===== src/rtl/hst_pkg.sv =====
// ----------------------------------------------------------------------------
// hst_pkg: shared types and constants of the hermite segment tessellator
// Widths, controller command and status words, multiplier operation codes.
// ----------------------------------------------------------------------------
`timescale 1ns / 1ps

package hst_pkg;

  // field widths
  localparam int COORD_W = 32;
  localparam int T_W     = 16;
  localparam int WGT_W   = 32;
  localparam int PROD_W  = 64;

  // run length limit and point index width
  localparam int MAX_POINTS = 64;
  localparam int IDX_W      = $clog2(MAX_POINTS);

  // step register reset value, Q0.16
  localparam logic [T_W-1:0] STEP_RESET = 16'd1311;

  // one segment word
  typedef struct packed {
    logic signed [COORD_W-1:0] start_x;
    logic signed [COORD_W-1:0] start_y;
    logic signed [COORD_W-1:0] end_x;
    logic signed [COORD_W-1:0] end_y;
    logic signed [COORD_W-1:0] start_tangent_x;
    logic signed [COORD_W-1:0] start_tangent_y;
    logic signed [COORD_W-1:0] end_tangent_x;
    logic signed [COORD_W-1:0] end_tangent_y;
  } seg_t;

  // one point word
  typedef struct packed {
    logic signed [COORD_W-1:0] point_x;
    logic signed [COORD_W-1:0] point_y;
    logic [IDX_W-1:0]          point_index;
    logic                      last_point;
  } point_t;

  // shared multiplier operations
  typedef enum logic [1:0] {
    MUL_NONE  = 2'd0,
    MUL_TT    = 2'd1,
    MUL_T2T   = 2'd2,
    MUL_COORD = 2'd3
  } mul_op_t;

  // multiplier operation with coordinate term select
  // term bit 2: y axis, bits 1:0: start, end, start tangent, end tangent
  typedef struct packed {
    mul_op_t    op;
    logic [2:0] term;
  } mul_cmd_t;

  // controller to datapath
  typedef struct packed {
    logic     load;
    mul_cmd_t mul;
    logic     wgt_en;
    logic     emit;
  } dp_cmd_t;

  // datapath to controller
  typedef struct packed {
    logic out_free;
    logic last;
  } dp_status_t;

endpackage


===== src/rtl/hst_if.sv =====
// ----------------------------------------------------------------------------
// hst_if: valid/ready channels of the hermite segment tessellator
// Segment channel in, point channel out.
// ----------------------------------------------------------------------------
`timescale 1ns / 1ps

interface hst_seg_if;
  logic                               valid;
  logic                               ready;
  logic signed [hst_pkg::COORD_W-1:0] start_x;
  logic signed [hst_pkg::COORD_W-1:0] start_y;
  logic signed [hst_pkg::COORD_W-1:0] end_x;
  logic signed [hst_pkg::COORD_W-1:0] end_y;
  logic signed [hst_pkg::COORD_W-1:0] start_tangent_x;
  logic signed [hst_pkg::COORD_W-1:0] start_tangent_y;
  logic signed [hst_pkg::COORD_W-1:0] end_tangent_x;
  logic signed [hst_pkg::COORD_W-1:0] end_tangent_y;

  modport source (
    output valid, start_x, start_y, end_x, end_y,
           start_tangent_x, start_tangent_y, end_tangent_x, end_tangent_y,
    input  ready
  );

  modport sink (
    input  valid, start_x, start_y, end_x, end_y,
           start_tangent_x, start_tangent_y, end_tangent_x, end_tangent_y,
    output ready
  );
endinterface

interface hst_point_if;
  logic                               valid;
  logic                               ready;
  logic signed [hst_pkg::COORD_W-1:0] point_x;
  logic signed [hst_pkg::COORD_W-1:0] point_y;
  logic [hst_pkg::IDX_W-1:0]          point_index;
  logic                               last_point;

  modport source (
    output valid, point_x, point_y, point_index, last_point,
    input  ready
  );

  modport sink (
    input  valid, point_x, point_y, point_index, last_point,
    output ready
  );
endinterface


===== src/rtl/hst_ctrl.sv =====
// ----------------------------------------------------------------------------
// hst_ctrl: sequencer of the hermite segment tessellator
// Steps the shared multiplier through t^2, t^3 and the eight coordinate
// products of each point, then hands the point to the output register.
// ----------------------------------------------------------------------------
`timescale 1ns / 1ps

module hst_ctrl (
  input  logic                clk,
  input  logic                rst,
  input  logic                in_valid,
  output logic                in_ready,
  input  hst_pkg::dp_status_t status,
  output hst_pkg::dp_cmd_t    cmd
);
  import hst_pkg::*;

  typedef enum logic [6:0] {
    S_IDLE = 7'b0000001,
    S_T2   = 7'b0000010,
    S_T3   = 7'b0000100,
    S_WGT  = 7'b0001000,
    S_MUL  = 7'b0010000,
    S_ACC  = 7'b0100000,
    S_OUT  = 7'b1000000
  } state_t;

  state_t     state, state_next;
  logic [2:0] term, term_next;

  // state and product counter
  always_ff @(posedge clk) begin
    if (rst) begin
      state <= S_IDLE;
      term  <= '0;
    end else begin
      state <= state_next;
      term  <= term_next;
    end
  end

  assign in_ready = (state == S_IDLE);

  // next state and commands
  always_comb begin
    state_next   = state;
    term_next    = term;
    cmd.load     = 1'b0;
    cmd.mul.op   = MUL_NONE;
    cmd.mul.term = term;
    cmd.wgt_en   = 1'b0;
    cmd.emit     = 1'b0;
    unique case (state)
      S_IDLE: begin
        if (in_valid) begin
          cmd.load   = 1'b1;
          state_next = S_T2;
        end
      end
      S_T2: begin
        cmd.mul.op = MUL_TT;
        state_next = S_T3;
      end
      S_T3: begin
        cmd.mul.op = MUL_T2T;
        state_next = S_WGT;
      end
      S_WGT: begin
        cmd.wgt_en = 1'b1;
        term_next  = '0;
        state_next = S_MUL;
      end
      S_MUL: begin
        cmd.mul.op = MUL_COORD;
        term_next  = term + 3'd1;
        if (term == 3'd7) begin
          state_next = S_ACC;
        end
      end
      S_ACC: begin
        state_next = S_OUT;
      end
      S_OUT: begin
        if (status.out_free) begin
          cmd.emit   = 1'b1;
          state_next = status.last ? S_IDLE : S_T2;
        end
      end
      default: begin
        state_next = S_IDLE;
      end
    endcase
  end

endmodule


===== src/rtl/hst_datapath.sv =====
// ----------------------------------------------------------------------------
// hst_datapath: arithmetic of the hermite segment tessellator
// Holds the segment, t and the step register, one shared 33x33 multiplier
// with a registered product, basis weights, two accumulators and the
// output register.
// ----------------------------------------------------------------------------
`timescale 1ns / 1ps

module hst_datapath (
  input  logic                          clk,
  input  logic                          rst,
  input  logic                          cfg_wr_en,
  input  logic [hst_pkg::T_W-1:0]       cfg_wr_data,
  input  hst_pkg::seg_t                 seg_in,
  input  hst_pkg::dp_cmd_t              cmd,
  output hst_pkg::dp_status_t           status,
  output logic                          out_valid,
  input  logic                          out_ready,
  output hst_pkg::point_t               out_word
);
  import hst_pkg::*;

  localparam logic signed [51:0] ONE_Q48   = 52'sh1_0000_0000_0000;
  localparam logic signed [51:0] HALF_Q18  = 52'sd131072;
  localparam logic signed [63:0] HALF_Q30  = 64'sd536870912;
  localparam logic signed [31:0] SAT_MAX   = 32'sh7FFF_FFFF;
  localparam logic signed [31:0] SAT_MIN   = 32'sh8000_0000;

  // round a Q.48 weight half up to Q.30
  function automatic logic signed [WGT_W-1:0] round_weight(input logic signed [51:0] w);
    logic signed [51:0] s;
    s = w + HALF_Q18;
    return s[49:18];
  endfunction

  // round a Q.30 sum half up and saturate to a coordinate
  function automatic logic signed [COORD_W-1:0] round_sat(input logic signed [63:0] acc);
    logic signed [63:0] s;
    logic        [33:0] r;
    s = acc + HALF_Q30;
    r = s[63:30];
    if (r[33:31] == 3'b000 || r[33:31] == 3'b111) begin
      return r[31:0];
    end else if (r[33]) begin
      return SAT_MIN;
    end else begin
      return SAT_MAX;
    end
  endfunction

  logic [T_W-1:0]                   step_size;
  seg_t                             seg;
  logic [T_W-1:0]                   t;
  logic [IDX_W-1:0]                 n;
  logic [T_W:0]                     t_sum;
  logic [31:0]                      t2;
  logic signed [WGT_W-1:0]          wgt [4];
  logic signed [32:0]               mul_a, mul_b;
  logic signed [65:0]               mul_full;
  logic signed [PROD_W-1:0]         prod;
  mul_cmd_t                         tag;
  logic signed [PROD_W-1:0]         acc_x, acc_y;
  logic signed [COORD_W-1:0]        coord;
  logic signed [51:0]               t2q, t3q, tq;

  // step register
  always_ff @(posedge clk) begin
    if (rst) begin
      step_size <= STEP_RESET;
    end else if (cfg_wr_en) begin
      step_size <= cfg_wr_data;
    end
  end

  // end of run: index limit or t reaching one
  assign t_sum         = {1'b0, t} + {1'b0, step_size};
  assign status.last   = (n == IDX_W'(MAX_POINTS - 1)) || t_sum[T_W];
  assign status.out_free = !out_valid || out_ready;

  // segment, t and point counter
  always_ff @(posedge clk) begin
    if (cmd.load) begin
      seg <= seg_in;
      t   <= '0;
      n   <= '0;
    end else if (cmd.emit) begin
      t <= t_sum[T_W-1:0];
      n <= n + IDX_W'(1);
    end
  end

  // coordinate term select
  always_comb begin
    unique case (cmd.mul.term)
      3'd0: coord = seg.start_x;
      3'd1: coord = seg.end_x;
      3'd2: coord = seg.start_tangent_x;
      3'd3: coord = seg.end_tangent_x;
      3'd4: coord = seg.start_y;
      3'd5: coord = seg.end_y;
      3'd6: coord = seg.start_tangent_y;
      default: coord = seg.end_tangent_y;
    endcase
  end

  // shared multiplier operands
  always_comb begin
    unique case (cmd.mul.op)
      MUL_TT: begin
        mul_a = signed'({17'd0, t});
        mul_b = signed'({17'd0, t});
      end
      MUL_T2T: begin
        mul_a = signed'({1'b0, prod[31:0]});
        mul_b = signed'({17'd0, t});
      end
      MUL_COORD: begin
        mul_a = 33'(coord);
        mul_b = 33'(wgt[cmd.mul.term[1:0]]);
      end
      default: begin
        mul_a = '0;
        mul_b = '0;
      end
    endcase
  end

  assign mul_full = mul_a * mul_b;

  // product register and its operation tag
  always_ff @(posedge clk) begin
    prod <= mul_full[PROD_W-1:0];
  end

  always_ff @(posedge clk) begin
    if (rst) begin
      tag.op   <= MUL_NONE;
      tag.term <= '0;
    end else begin
      tag <= cmd.mul;
    end
  end

  // t squared capture
  always_ff @(posedge clk) begin
    if (tag.op == MUL_TT) begin
      t2 <= prod[31:0];
    end
  end

  // basis weights in Q.48, from t, t^2 and t^3 (the product register)
  assign t2q = signed'({4'd0, t2, 16'd0});
  assign t3q = signed'({4'd0, prod[47:0]});
  assign tq  = signed'({4'd0, t, 32'd0});

  always_ff @(posedge clk) begin
    if (cmd.wgt_en) begin
      wgt[0] <= round_weight((t3q <<< 1) - (t2q + (t2q <<< 1)) + ONE_Q48);
      wgt[1] <= round_weight((t2q + (t2q <<< 1)) - (t3q <<< 1));
      wgt[2] <= round_weight(t3q - (t2q <<< 1) + tq);
      wgt[3] <= round_weight(t3q - t2q);
    end
  end

  // coordinate accumulators
  always_ff @(posedge clk) begin
    if (tag.op == MUL_COORD) begin
      if (!tag.term[2]) begin
        acc_x <= (tag.term[1:0] == 2'd0) ? prod : acc_x + prod;
      end else begin
        acc_y <= (tag.term[1:0] == 2'd0) ? prod : acc_y + prod;
      end
    end
  end

  // output register
  always_ff @(posedge clk) begin
    if (rst) begin
      out_valid <= 1'b0;
    end else if (cmd.emit) begin
      out_valid <= 1'b1;
    end else if (out_ready) begin
      out_valid <= 1'b0;
    end
  end

  always_ff @(posedge clk) begin
    if (cmd.emit) begin
      out_word.point_x     <= round_sat(acc_x);
      out_word.point_y     <= round_sat(acc_y);
      out_word.point_index <= n;
      out_word.last_point  <= status.last;
    end
  end

endmodule


===== src/rtl/hermite_segment_tessellator_unit.sv =====
// ----------------------------------------------------------------------------
// hermite_segment_tessellator_unit: cubic hermite segment to point run
// Takes one 2D cubic hermite segment (endpoints and tangents, signed Q16.16)
// and emits one point per step of t in Q0.16, from 0 by step_size while t is
// below one, at most 64 points, each rounded and saturated, the last one
// flagged. A segment is accepted only when the previous run is finished.
// All ten products of a point (t^2, t^3 and eight coordinate-weight products)
// go through one shared 33x33 multiplier, one product a cycle; the weights
// are registered after t^3, and a final accumulate and the output load follow
// the coordinate products. A stalled output word holds the run in place.
// ----------------------------------------------------------------------------
`timescale 1ns / 1ps

module hermite_segment_tessellator_unit (
  input  logic                    clk,
  input  logic                    rst,
  hst_seg_if.sink                 seg_in,
  hst_point_if.source             point_out,
  input  logic                    cfg_wr_en,
  input  logic [hst_pkg::T_W-1:0] cfg_wr_data
);
  import hst_pkg::*;

  seg_t       seg_word;
  point_t     point_word;
  dp_cmd_t    cmd;
  dp_status_t status;

  // segment word from the input channel
  assign seg_word.start_x         = seg_in.start_x;
  assign seg_word.start_y         = seg_in.start_y;
  assign seg_word.end_x           = seg_in.end_x;
  assign seg_word.end_y           = seg_in.end_y;
  assign seg_word.start_tangent_x = seg_in.start_tangent_x;
  assign seg_word.start_tangent_y = seg_in.start_tangent_y;
  assign seg_word.end_tangent_x   = seg_in.end_tangent_x;
  assign seg_word.end_tangent_y   = seg_in.end_tangent_y;

  // sequencer
  hst_ctrl u_ctrl (
    .clk      (clk),
    .rst      (rst),
    .in_valid (seg_in.valid),
    .in_ready (seg_in.ready),
    .status   (status),
    .cmd      (cmd)
  );

  // arithmetic
  hst_datapath u_datapath (
    .clk         (clk),
    .rst         (rst),
    .cfg_wr_en   (cfg_wr_en),
    .cfg_wr_data (cfg_wr_data),
    .seg_in      (seg_word),
    .cmd         (cmd),
    .status      (status),
    .out_valid   (point_out.valid),
    .out_ready   (point_out.ready),
    .out_word    (point_word)
  );

  // point word to the output channel
  assign point_out.point_x     = point_word.point_x;
  assign point_out.point_y     = point_word.point_y;
  assign point_out.point_index = point_word.point_index;
  assign point_out.last_point  = point_word.last_point;

endmodule


===== src/flat_wrapper.sv =====
// flat-port wrapper written by rule: the top's interface ports become plain ports
module hermite_segment_tessellator_unit_flat import hst_pkg::*;
  (clk, rst, cfg_wr_en, cfg_wr_data, seg_in_valid, seg_in_start_x, seg_in_start_y, seg_in_end_x, seg_in_end_y, seg_in_start_tangent_x, seg_in_start_tangent_y, seg_in_end_tangent_x, seg_in_end_tangent_y, seg_in_ready, point_out_valid, point_out_point_x, point_out_point_y, point_out_point_index, point_out_last_point, point_out_ready);
  hst_seg_if seg_in_i ();
  hst_point_if point_out_i ();
  input  logic clk;
  input  logic rst;
  input  logic cfg_wr_en;
  input  logic [hst_pkg::T_W-1:0] cfg_wr_data;
  input wire logic [$bits(seg_in_i.valid)-1:0] seg_in_valid;
  input wire logic [$bits(seg_in_i.start_x)-1:0] seg_in_start_x;
  input wire logic [$bits(seg_in_i.start_y)-1:0] seg_in_start_y;
  input wire logic [$bits(seg_in_i.end_x)-1:0] seg_in_end_x;
  input wire logic [$bits(seg_in_i.end_y)-1:0] seg_in_end_y;
  input wire logic [$bits(seg_in_i.start_tangent_x)-1:0] seg_in_start_tangent_x;
  input wire logic [$bits(seg_in_i.start_tangent_y)-1:0] seg_in_start_tangent_y;
  input wire logic [$bits(seg_in_i.end_tangent_x)-1:0] seg_in_end_tangent_x;
  input wire logic [$bits(seg_in_i.end_tangent_y)-1:0] seg_in_end_tangent_y;
  output wire logic [$bits(seg_in_i.ready)-1:0] seg_in_ready;
  output wire logic [$bits(point_out_i.valid)-1:0] point_out_valid;
  output wire logic [$bits(point_out_i.point_x)-1:0] point_out_point_x;
  output wire logic [$bits(point_out_i.point_y)-1:0] point_out_point_y;
  output wire logic [$bits(point_out_i.point_index)-1:0] point_out_point_index;
  output wire logic [$bits(point_out_i.last_point)-1:0] point_out_last_point;
  input wire logic [$bits(point_out_i.ready)-1:0] point_out_ready;
  assign seg_in_i.valid = seg_in_valid;
  assign seg_in_i.start_x = seg_in_start_x;
  assign seg_in_i.start_y = seg_in_start_y;
  assign seg_in_i.end_x = seg_in_end_x;
  assign seg_in_i.end_y = seg_in_end_y;
  assign seg_in_i.start_tangent_x = seg_in_start_tangent_x;
  assign seg_in_i.start_tangent_y = seg_in_start_tangent_y;
  assign seg_in_i.end_tangent_x = seg_in_end_tangent_x;
  assign seg_in_i.end_tangent_y = seg_in_end_tangent_y;
  assign seg_in_ready = seg_in_i.ready;
  assign point_out_valid = point_out_i.valid;
  assign point_out_point_x = point_out_i.point_x;
  assign point_out_point_y = point_out_i.point_y;
  assign point_out_point_index = point_out_i.point_index;
  assign point_out_last_point = point_out_i.last_point;
  assign point_out_i.ready = point_out_ready;
  hermite_segment_tessellator_unit u_core (.clk(clk), .rst(rst), .seg_in(seg_in_i), .point_out(point_out_i), .cfg_wr_en(cfg_wr_en), .cfg_wr_data(cfg_wr_data));
endmodule

===== config.mk =====
export PLATFORM = sky130hd
export DESIGN_NAME = hermite_segment_tessellator_unit_flat
export DESIGN_NICKNAME = d
export VERILOG_FILES = /design/src/rtl/hst_pkg.sv /design/src/rtl/hst_if.sv /design/src/rtl/hst_ctrl.sv /design/src/rtl/hst_datapath.sv /design/src/rtl/hermite_segment_tessellator_unit.sv /design/src/flat_wrapper.sv
export SDC_FILE = /design/constraint.sdc
export NUM_CORES = 2
export LEC_CHECK = 0
export ABC_AREA = 1
export BUFFER_PORTS_ARGS = -buffer_cell sky130_fd_sc_hd__buf_4
export CAP_MARGIN = 20
export CORE_UTILIZATION = 48
export CTS_BUF_LIST = sky130_fd_sc_hd__clkbuf_2
export DETAILED_ROUTE_END_ITERATION = 12
export PLACE_DENSITY_LB_ADDON = 0.05
export SLEW_MARGIN = 20
export SYNTH_ARGS = -nofsm -noshare
export SYNTH_HDL_FRONTEND = slang
export SYNTH_SLANG_ARGS = --single-unit

===== constraint.sdc =====
create_clock -name clk -period 12.3 [get_ports clk]
set_clock_uncertainty 0.05 [all_clocks]
set_input_delay 1.845 -clock clk [delete_from_list [all_inputs] [get_ports clk]]
set_output_delay 1.845 -clock clk [all_outputs]
set_load 0.05 [all_outputs]

---- Word-level counts from Yosys, hierarchy flattened ----
Memory sizes are Yosys's and may differ from the RTL's. A register that Yosys moved wholly into a read port is not among the register bits.
Cells that the tools add are included.
operators by class
  add/sub/neg operators ................... 18
  multipliers ............................. 1
  equal/unequal tests ..................... 25
  mux-type cells .......................... 27
  bitwise operators ....................... 1
  reduce and logical (&&, ||, !) cells .... 15
operator list
  kind                                                  number
  one-hot mux 32 bit (7 select lines)                   1
  adder 50 x 19 -> 50 bit (second input constant)       3
  adder 64 x 31 -> 64 bit (second input constant)       2
  adder 64 bit                                          2
  2-to-1 mux 32 bit                                     4
  2-to-1 mux 64 bit                                     2
  one-hot mux 33 bit (3 select lines)                   1
  one-hot mux 33 bit (2 select lines)                   1
  multiplier 33 x 33 -> 64 bit                          1
  adder 48 x 49 -> 50 bit                               1
  adder 49 x 19 -> 50 bit (second input constant)       1
  adder 50 x 49 -> 50 bit                               1
  adder 50 bit (second input constant)                  1
  subtractor 48 x 49 -> 50 bit                          1
  subtractor 49 x 50 -> 50 bit                          1
  subtractor 50 x 49 -> 50 bit                          1
  one-hot mux 7 bit (7 select lines)                    1
  subtractor 48 x 48 -> 49 bit                          1
  2-to-1 mux 7 bit                                      3
  equality test 3 bit (second input constant)           6
  adder 16 x 16 -> 17 bit                               1
  zero test 3 bit                                       3
  2-to-1 mux 1 bit                                      9
  equality test 7 x 1 -> 1 bit (second input constant)  1
  other kinds (26)                                      38
word-level totals
  register bits ........................... 605
  RAM bits ................................ 128
  output and inout port bits .............. 73
  logic and storage cells ................. 112
  memories kept ........................... 1
memories
  name                   words  bits a word  read ports  clocked after Yosys merged registers in  wr ports  line                text
  u_core.u_datapath.wgt  4      32           1           1                                        4         hst_datapath.sv:57  logic signed [WGT_W-1:0] wgt [4];

---- Logic depth before layout (Yosys ltp) ----
  depth after elaboration ................. 6
  mapped depth ............................ 46

---- By module ----
A second synthesis with hierarchy kept.
second synthesis, totals
  cells, all modules ...................... 11270
  area total of the unflattened synthesis .. 91099.9 um^2
modules (own cells, without submodules)
  module        instances  cells each  area an instance (um^2)  sequential area each (um^2)
  hst_datapath  1          11177       90488.0                  20629.8
  hst_ctrl      1          93          611.8                    200.2

---- Worst setup path after synthesis ----
No wires, ideal clock.
  path kind ............................... in2reg
  start point ............................. in seg_in_valid
  end point ............................... reg u_core.u_datapath.seg[0] (netlist bit), enable pin
  data arrival time ....................... 9137 ps
  setup slack ............................. 2393 ps
  stages .................................. 3
  path buffers ............................ 1
  path through ............................ inv_1 nor2_1 clkbuf_1
RTL lines
  what                    line                text
  start: declaration      flat_wrapper.sv:10  input wire logic [$bits(seg_in_i.valid)-1:0] seg_in_valid;
  end signal: assignment  hst_datapath.sv:83  seg <= seg_in;
  end: declaration        hst_datapath.sv:52  seg_t seg;

==> flow_metrics.py <==
metrics = {
    "status": {
        "outcome": "finished clean",
    },
    "synth": {
        "avgSynthCellArea_um2": 8.057,
        "synthDistinctLibCells": 64,
        "synth-edff-count": 615,
        "synthTopCellsByArea": "fa_1 (25%), edfxtp_1 (20%), nand2_1 (10%)",
        "ys_top_cells_by_count": "nand2_1 (2,506), inv_1 (2,113), nor2_1 (1,293)",
        "ys_ff_latch": 735,
        "synth_nets": 13300,
        "synthArstFlopShare_pct": 0,
        "synth_largest_area_cell": "fa_1",
        "ys_warn_count": 0,
        "syn_area_um2": 90540,
        "yosysMostFrequentCell": "nand2_1",
        "syn_inst": 11240,
        "ys.flop_type": "edfxtp_1",
        "seq_area_frac_synth_pct": 23.05,
        "synth_top_area_share_pct": 25.34,
    },
    "worst_setup_path": {
        "startpoint_type": "flop",
        "cp_slowest_cell": "o21ai_1",
        "worstSetupPathType": "reg -> reg",
        "worstPathMaxFanout": 31,
        "crit_required_ns": 13.92,
        "cp-end-kind": "flop",
        "ff2ff_path_depth": 32,
        "cp_slowest_stage_delay_ns": 1.09,
        "arrival_ns": 12.75,
    },
    "grt": {
        "grt.total_usage_pct": 40.49,
        "grt_max_degree": 98,
        "grt_pass1_vias": 83270,
        "grt_first_pass_wirelength_mm": 558.9,
        "antenna_found_initial": 25,
        "grt_overflow": 0,
    },
    "sta": {
        "slew_headroom_pct": 16.29,
        "min_period_over_period_pct": 90.46,
        "slew_violations": 0,
        "fin_ws_ns": 1.173,
        "worst_pin_slew_ns": 1.256,
        "timing.final.crit_period_ns": 11.13,
        "final_hold_viol_count": 0,
        "rsz0062_at_grt": "no",
        "fmax_ghz": 0.08987,
        "tns_ns": 0,
        "setup_viol": 0,
    },
    "final_layout": {
        "layout.nets": 13790,
        "syn2layout_area_growth_pct": 9.004,
        "fillers": 18320,
        "drive_gt1_share_pct": 8.426,
    },
    "hold_path": {
        "hold_path_class": "in -> reg",
        "whs_path_depth": 1,
    },
    "clock_tree": {
        "clk_latency_ns": 1.91,
        "htree_levels": 4,
        "cts-root-buf": "clkbuf_2",
        "cts_tree": "built",
        "cts.repair.resized": 0,
        "cts.clk_slew.worst_paths_ns": 0.10,
        "cts.path.max_buffers": 3,
        "post_cts_buffers": 0,
        "cts-hold-fix-buffers": 0,
        "cts.sinks": 735,
        "numCtsBuffers": 206,
    },
    "power": {
        "irDropWorstVdd_uv": 85.61,
        "leakage_nw": 47.81,
        "power.density_nw_per_um2": 58.42,
        "p_total_w": 0.005765,
    },
    "route": {
        "via_count": 82400,
        "drtPass1Iterations": 8,
        "drt-wirelength-per-cell_um": 26.87,
        "drt-initial-drc-count": 8176,
        "routed_via_density": 5.720,
        "detail-route-antenna-nets": 0,
        "drcViolationCount": 0,
        "drt-total-wl_mm": 387.1,
    },
    "placed_design": {
        "hpwl_mm": 319.8,
        "routabilityCongestion": 1.072,
        "dp_slack_ns": 1.578,
        "io_buffers": 349,
    },
    "floorplan": {
        "die_h_um": 436.3,
        "ios": 350,
        "die_w_um": 436.3,
        "die_area_um2": 190400,
        "core_um2": 187600,
        "num_rows": 159,
        "initial_utilization_pct": 48.26,
    },
    "flow_run": {
        "drv_cap": 0,
    },
}
-- registers in the layout (all words and copies together), names as in the netlist, 3 cells and up, named ones only --
name	count
u_core.u_datapath.prod	64
u_core.u_datapath.t2	32
u_core.u_datapath.n	6
u_core.u_datapath.acc_x	64
u_core.u_datapath.wgt	128
u_core.u_datapath.t	16
u_core.u_ctrl.term	3
u_core.u_datapath.tag	5
u_core.u_datapath.step_size	16
u_core.u_ctrl.state	7
u_core.u_datapath.seg	256
u_core.u_datapath.acc_y	64
u_core.u_datapath.out_word	71
-- cell families (layout without fill, tap and decap cells) --
family	count (synthesis)	after routing	share of synthesized area, %
simple gates	4507	4507	20.24
buf+inv	2399	3054	10.21
fa+ha+maj	1788	1788	34.21
compound gates	1522	1522	9.507
flops	735	735	23.05
xor+xnor	286	286	2.783
other cells	0	19	0
-- power by group --
group	total (W)	switching, W	internal (W)
combinational	0.000842	0.000577	0.000265
sequential	0.00292	0.0000517	0.00287
clock	0.00201	0.00125	0.000753
total	0.00577	0.00188	0.00388
-- per-stage QoR --
step                      util [%]  hold slack [ns]  cells  area [µm²]
after detailed placement     51.51           0.3970  14010       96630
final                        52.61           0.2101  14410       98690
after global routing         52.59           0.1418  14400       98670
after floorplan                  -           0.3800  11240       90540
after CTS                    52.57          0.08879  14390       98630
after global placement       51.50           0.3908  14010       96610
-- per-layer routing --
| layer | track usage [%] | vias up | part of all wire, % |
|---|---|---|---|
| met2 | 62.89 | 4564 | 44 |
| met5 | 0 | - | 0.026 |
| met4 | 23.01 | 16 | 6.7 |
| met1 | 51.67 | 40250 | 39 |
| li1 | - | 36570 | - |
| met3 | 9.708 | 998 | 10 |
-- worst max-delay path, delay by kind of cell, from the launching register on --
kind / cells / cell delay [ns]
adders and majority gates: 10 / 4.81
and+or+nand+nor: 11 / 2.47
buffers and inverters: 8 / 1.71
AOI/OAI and AO/OA: 2 / 1.67
DFF: 1 / 0.33
xor gates and xnor gates: 1 / 0.14
-- cell usage in the layout (no fill, tap or decap), types with 345 or more instances in the layout --
| cell type | instances |
|---|---|
| a21oi_1 | 586 |
| buf_4 | 526 |
| edfxtp_1 | 615 |
| fa_1 | 1146 |
| ha_1 | 641 |
| inv_1 | 2112 |
| nand2_1 | 2506 |
| nand3_1 | 345 |
| nor2_1 | 1287 |
| o21ai_0 | 521 |
-- layout make-up --
class	instances	area, µm²	area share, %
well taps	2495	3122	3.163
diodes	19	47.55	0.04818
inverters	2146	8059	8.166
flip-flops and latches	735	20870	21.15
multi-input cells	8103	60550	61.35
repair buffers	531	4040	4.094
clock buffers	273	1366	1.384
clock inverters	104	638.1	0.6466
-- final timing paths --
path | endpoint | slack [ns] | start
worst max-delay path | u_core.u_datapath.prod[59]$_DFF_P_ | 1.17 | u_core.u_ctrl.state[0]$_SDFFE_PP1P_
worst min-delay path | u_core.u_datapath.seg[53]$_DFFE_PP_ | 0.21 | seg_in_end_tangent_x[21]
worst max register to register | u_core.u_datapath.prod[59]$_DFF_P_ | 1.17 | u_core.u_ctrl.state[0]$_SDFFE_PP1P_
worst min register to register | u_core.u_datapath.tag[1]$_SDFF_PP0_ | 0.26 | u_core.u_ctrl.term[1]$_SDFFE_PP0N_
Power figures use the tool's default switching activity.
